==> config.mk <==
export PLATFORM = sky130hd
export DESIGN_NAME = ldq_free
export DESIGN_NICKNAME = d
export VERILOG_FILES = /design/src/ldq_pkg.sv /design/src/ldq_free.sv
export SDC_FILE = /design/constraint.sdc
export NUM_CORES = 2
export LEC_CHECK = 0
export BUFFER_PORTS_ARGS = -buffer_cell sky130_fd_sc_hd__buf_2
export CAP_MARGIN = 10
export CORE_ASPECT_RATIO = 1.2
export CORE_MARGIN = 1.5
export CORE_UTILIZATION = 50
export CTS_BUF_LIST = sky130_fd_sc_hd__clkbuf_4
export DETAILED_ROUTE_END_ITERATION = 6
export PLACE_DENSITY_LB_ADDON = 0.12
export SLEW_MARGIN = 20
export SYNTH_ARGS = -nofsm -noshare
export SYNTH_HDL_FRONTEND = slang
export SYNTH_SLANG_ARGS = --single-unit
==> constraint.sdc <==
create_clock -name clk -period 3.8 [get_ports clk]
set_input_delay 0.19 -clock clk [delete_from_list [all_inputs] [get_ports clk]]
set_output_delay 0.19 -clock clk [all_outputs]
set_load 0.05 [all_outputs]
==> src/ldq_pkg.sv <==
// ----------------------------------------------------------------------------
// ldq_pkg: linked deque with search, shared types and constants
// Node table size, link encoding, request and response formats, memory
// write commands passed between the sequencer and the storage modules.
// ----------------------------------------------------------------------------
package ldq_pkg;

  localparam int NODES  = 256;
  localparam int IDX_W  = $clog2(NODES);
  localparam int LINK_W = IDX_W + 1;
  localparam int CNT_W  = $clog2(NODES + 1);
  localparam int VAL_W  = 32;

  localparam logic [LINK_W-1:0] LINK_NONE = LINK_W'(NODES);

  localparam logic [2:0] OP_ADD_HEAD = 3'd0;
  localparam logic [2:0] OP_ADD_TAIL = 3'd1;
  localparam logic [2:0] OP_REM_HEAD = 3'd2;
  localparam logic [2:0] OP_REM_TAIL = 3'd3;
  localparam logic [2:0] OP_REM_VAL  = 3'd4;
  localparam logic [2:0] OP_FIND     = 3'd5;

  localparam logic [1:0] ST_OK   = 2'd0;
  localparam logic [1:0] ST_MISS = 2'd1;
  localparam logic [1:0] ST_FULL = 2'd2;

  typedef struct packed {
    logic [2:0]              op;
    logic signed [VAL_W-1:0] data_value;
  } ldq_req_t;

  typedef struct packed {
    logic [1:0]       status;
    logic [CNT_W-1:0] entry_count;
  } ldq_rsp_t;

  typedef struct packed {
    logic              val_we;
    logic [IDX_W-1:0]  val_addr;
    logic [VAL_W-1:0]  val_data;
    logic              nxt_we;
    logic [IDX_W-1:0]  nxt_addr;
    logic [LINK_W-1:0] nxt_data;
    logic              prv_we;
    logic [IDX_W-1:0]  prv_addr;
    logic [LINK_W-1:0] prv_data;
  } node_wr_t;

  typedef struct packed {
    logic             en;
    logic [IDX_W-1:0] pos;
    logic [IDX_W-1:0] idx;
  } fs_push_t;

  function automatic logic link_ok(input logic [LINK_W-1:0] l);
    return l < LINK_NONE;
  endfunction

endpackage

==> src/ldq_free.sv <==
// ----------------------------------------------------------------------------
// ldq_free: free node stack
// Stack memory with per-entry valid bits; an entry never pushed reads as
// its own position, which matches the initial contents 0 to NODES-1.
// ----------------------------------------------------------------------------
module ldq_free
  import ldq_pkg::*;
(
  input  logic             clk,
  input  logic             rst_n,
  input  logic [IDX_W-1:0] rd_pos,
  output logic [IDX_W-1:0] rd_idx,
  input  fs_push_t         push
);

  logic [IDX_W-1:0] stack_mem [NODES];
  logic [NODES-1:0] vld_r;
  logic [IDX_W-1:0] rd_idx_r;

  always_ff @(posedge clk) begin
    if (push.en) begin
      stack_mem[push.pos] <= push.idx;
    end
    rd_idx_r <= vld_r[rd_pos] ? stack_mem[rd_pos] : rd_pos;
  end

  always_ff @(posedge clk) begin
    if (!rst_n) begin
      vld_r <= '0;
    end else if (push.en) begin
      vld_r[push.pos] <= 1'b1;
    end
  end

  assign rd_idx = rd_idx_r;

endmodule
==> impl_metrics.csv <==
group,metric,value,unit
logic_synthesis,async_flop_share,0,%
logic_synthesis,synth-seq-cells,2312,
power,p_leak,33.8,nW
routing,routed_wl,234,mm
routing,detail_route.wl_per_cell,29.8,um
timing,fmax,268,MHz
die,fp.dieH,465,um
finish,drive_above_1_share,36.5,%
die,die_area,0.180,sq mm
global_route,grt_pass1_vias,48288,
logic_synthesis,seq_area_frac_synth,75.3,%
routing,drtAntennaViolNets,0,
routing,num_vias,46804,
worst_setup_path,end_kind,"register",
clock_tree,postCtsSetupRepairBufs,0,
clock_tree,cts_inserted_buffers,590,
worst_setup_path,critical_path_class,"reg -> reg",
placed_design,portBuffers,34,
logic_synthesis,synth_edf_count,2048,
status,status,"completed",
logic_synthesis,synth_area,0.0887,sq mm
flow_run,cap_viol_max_count,0,
clock_tree,clk_latency,1.37,ns
timing,period_minus_slack,3.73,ns
worst_setup_path,crit_fanout,1,
finish,fin_cells,7833,
global_route,grt_max_degree,160,
global_route,grt_pass1_wl,336,mm
clock_tree,cts_tree,"built",
finish,area_growth,15.1,%
clock_tree,root_buffer,"clkbuf_4",
die,io_pins,35,
clock_tree,htreeDepth,6,
global_route,overflow,0,
timing,finClkSkew,0.0880,ns
placed_design,dpl.cell_count,6736,
worst_setup_path,cp_data_arrival_time,4.97,ns
finish,nFillCells,13377,
placed_design,gp_congestion,0.864,
timing,rsz0062_at_grt,"no",
power,p_per_area,504,mW/mm^2
worst_setup_path,cp-start-kind,"register",
worst_setup_path,cp.required,5.04,ns
routing,first_pass_iters,5,
placed_design,dpl-instance-area,0.0939,sq mm
finish,nets,5107,
logic_synthesis,synth_fp_nets,4313,
hold_path,hold_class,"in -> reg",
clock_tree,clkSlewWorstSetupHoldPaths,0.07,ns
routing,drtIter0Drc,4105,
global_route,grt_use_total,26.2,%
timing,slew_headroom,24.4,%
placed_design,place_hpwl,143,mm
logic_synthesis,avgSynthCellArea,20.7,sq um
power,ir_worst_vdd,0.000323,V
routing,via_per_inst,5.98,
die,rows,169,
timing,timing.final.crit_share,98.2,%
logic_synthesis,yosysWarnings,0,
global_route,antenna_found_initial,15,
timing,setup_violations,0,
die,start_util,50.3,%
logic_synthesis,synthFlopType,"edfxtp_1",
logic_synthesis,ys_types,54,
die,die_w,388,um
timing,tightest_slew,1.13,ns
finish,final_cell_area,0.102,sq mm
clock_tree,cts_sinks,2312,
clock_tree,clk_path_buf_depth,4,
routing,drc,0,
die,core-area,0.177,sq mm
timing,hold_viol_final,0,
timing,report.final.slew_viol_count,0,
logic_synthesis,synthCells,4286,
[metal layers]
layer	global-route usage, %	up-vias	share of wire, %
met2	42.3	1827	49
met1	35.1	24745	41
met5	0	-	0.023
li1	-	19827	-
met3	5.45	397	6.5
met4	10.6	8	3.4
[report_power, final]
part / leakage, nW / internal, mW / switching [mW]
registers: 20.5 / 27.7 / 0.0397
clock network: 4.52 / 11.4 / 9.69
logic: 8.73 / 1.04 / 1.74
total: 33.8 / 40.1 / 11.5
[through the flow]
step           hold slack [ns]  setup WS, ns  util [%]  setup TNS [ns]  power (mW)
6_report                 0.180        0.0688      57.9               0        51.5
5_1_grt                  0.158       0.00352      57.9               0        53.5
4_1_cts                 0.0293        0.0283      57.8               0        52.1
3_5_place_dp             0.448        -0.189      53.2          -0.273        31.0
3_3_place_gp             0.441        -0.186      53.2          -0.242        30.9
2_1_floorplan            0.289          1.09         -               0        29.7
[sequential cells by signal (all words and copies together) (netlist names)]
register and count:
vld_r 256, rd_idx 8, stack_mem 2048
[placed cells by master, fill, tap and decap left out, drive strengths merged, types with 21 or more instances in the layout]
| master | n |
|---|---|
| nor2b | 21 |
| a22oi | 81 |
| o21a | 257 |
| edfxtp | 2048 |
| mux2 | 42 |
| mux2i | 118 |
| mux4 | 586 |
| clkinv | 96 |
| nand3 | 23 |
| nand2 | 52 |
| dlygate4sd3 | 52 |
| nor2 | 285 |
| buf | 421 |
| dfxtp | 264 |
| clkbuf | 920 |
| o22ai | 53 |
[path summary, 6_finish.rpt]
path                                         from                 to  slack [ns]  depth (start not counted)
worst max-delay path            stack_mem[238][7]          rd_idx[7]        0.07                         10
worst min-delay path                      push[8]  stack_mem[131][0]        0.18                          4
worst max register to register  stack_mem[238][7]          rd_idx[7]        0.07                         10
worst min register to register         vld_r[212]         vld_r[212]        0.46                          1
[critical path, stage by stage, from the launching register on]
cell and delay (ns):
edfxtp_1 0.37, mux4_2 0.52, mux4_2 0.55, a22o_1 0.27, nor4_1 0.22, buf_4 0.21
a31oi_1 0.07, a21oi_1 0.19, dlygate4sd3_1 0.58, nor2_1 0.05, dlygate4sd3_1 0.58
[cell usage after synthesis (18+ instances only)]
master,instances,share of area [%]
a22oi_1,81,0.69
buf_1,21,0.089
buf_2,64,0.36
buf_4,35,0.30
buf_6,18,0.23
clkbuf_1,134,0.57
dfxtp_1,264,6.0
edfxtp_1,2048,69
mux2_2,36,0.46
mux2i_1,118,1.3
mux4_2,586,15
nand2_1,52,0.22
nand3_1,23,0.13
nor2_1,284,1.2
nor2b_1,21,0.15
o21a_1,257,2.2
o22ai_1,53,0.37
[cell type report]
| class | instances | area, sq um | share of cell area, % |
|---|---|---|---|
| sequential | 2312 | 66800 | 65.4 |
| timing repair buffer | 474 | 4340 | 4.24 |
| multi-input combinational | 1700 | 20600 | 20.2 |
| clock inverter | 108 | 596 | 0.583 |
| clock buffer | 919 | 6900 | 6.75 |
| antenna | 10 | 25.0 | 0.0245 |
| inverter | 2 | 8.76 | 0.00857 |
| tap | 2308 | 2890 | 2.83 |
[what timing repair did]
action / in CTS / in global routing
endpoints found under the hold margin: 4056 / 49
endpoints found under the setup margin: 0 / 3
hold buffers: 58 / 1
gates resized for setup: 0 / 4
[cell families after synthesis]
logic type	after synthesis	synth area share, %
buf+inv	274	1.55
mux	746	16.8
flops	2312	75.3
compound gates	514	4.30
simple gates	440	2.14
No activity file was read; power rests on OpenSTA's default activity.
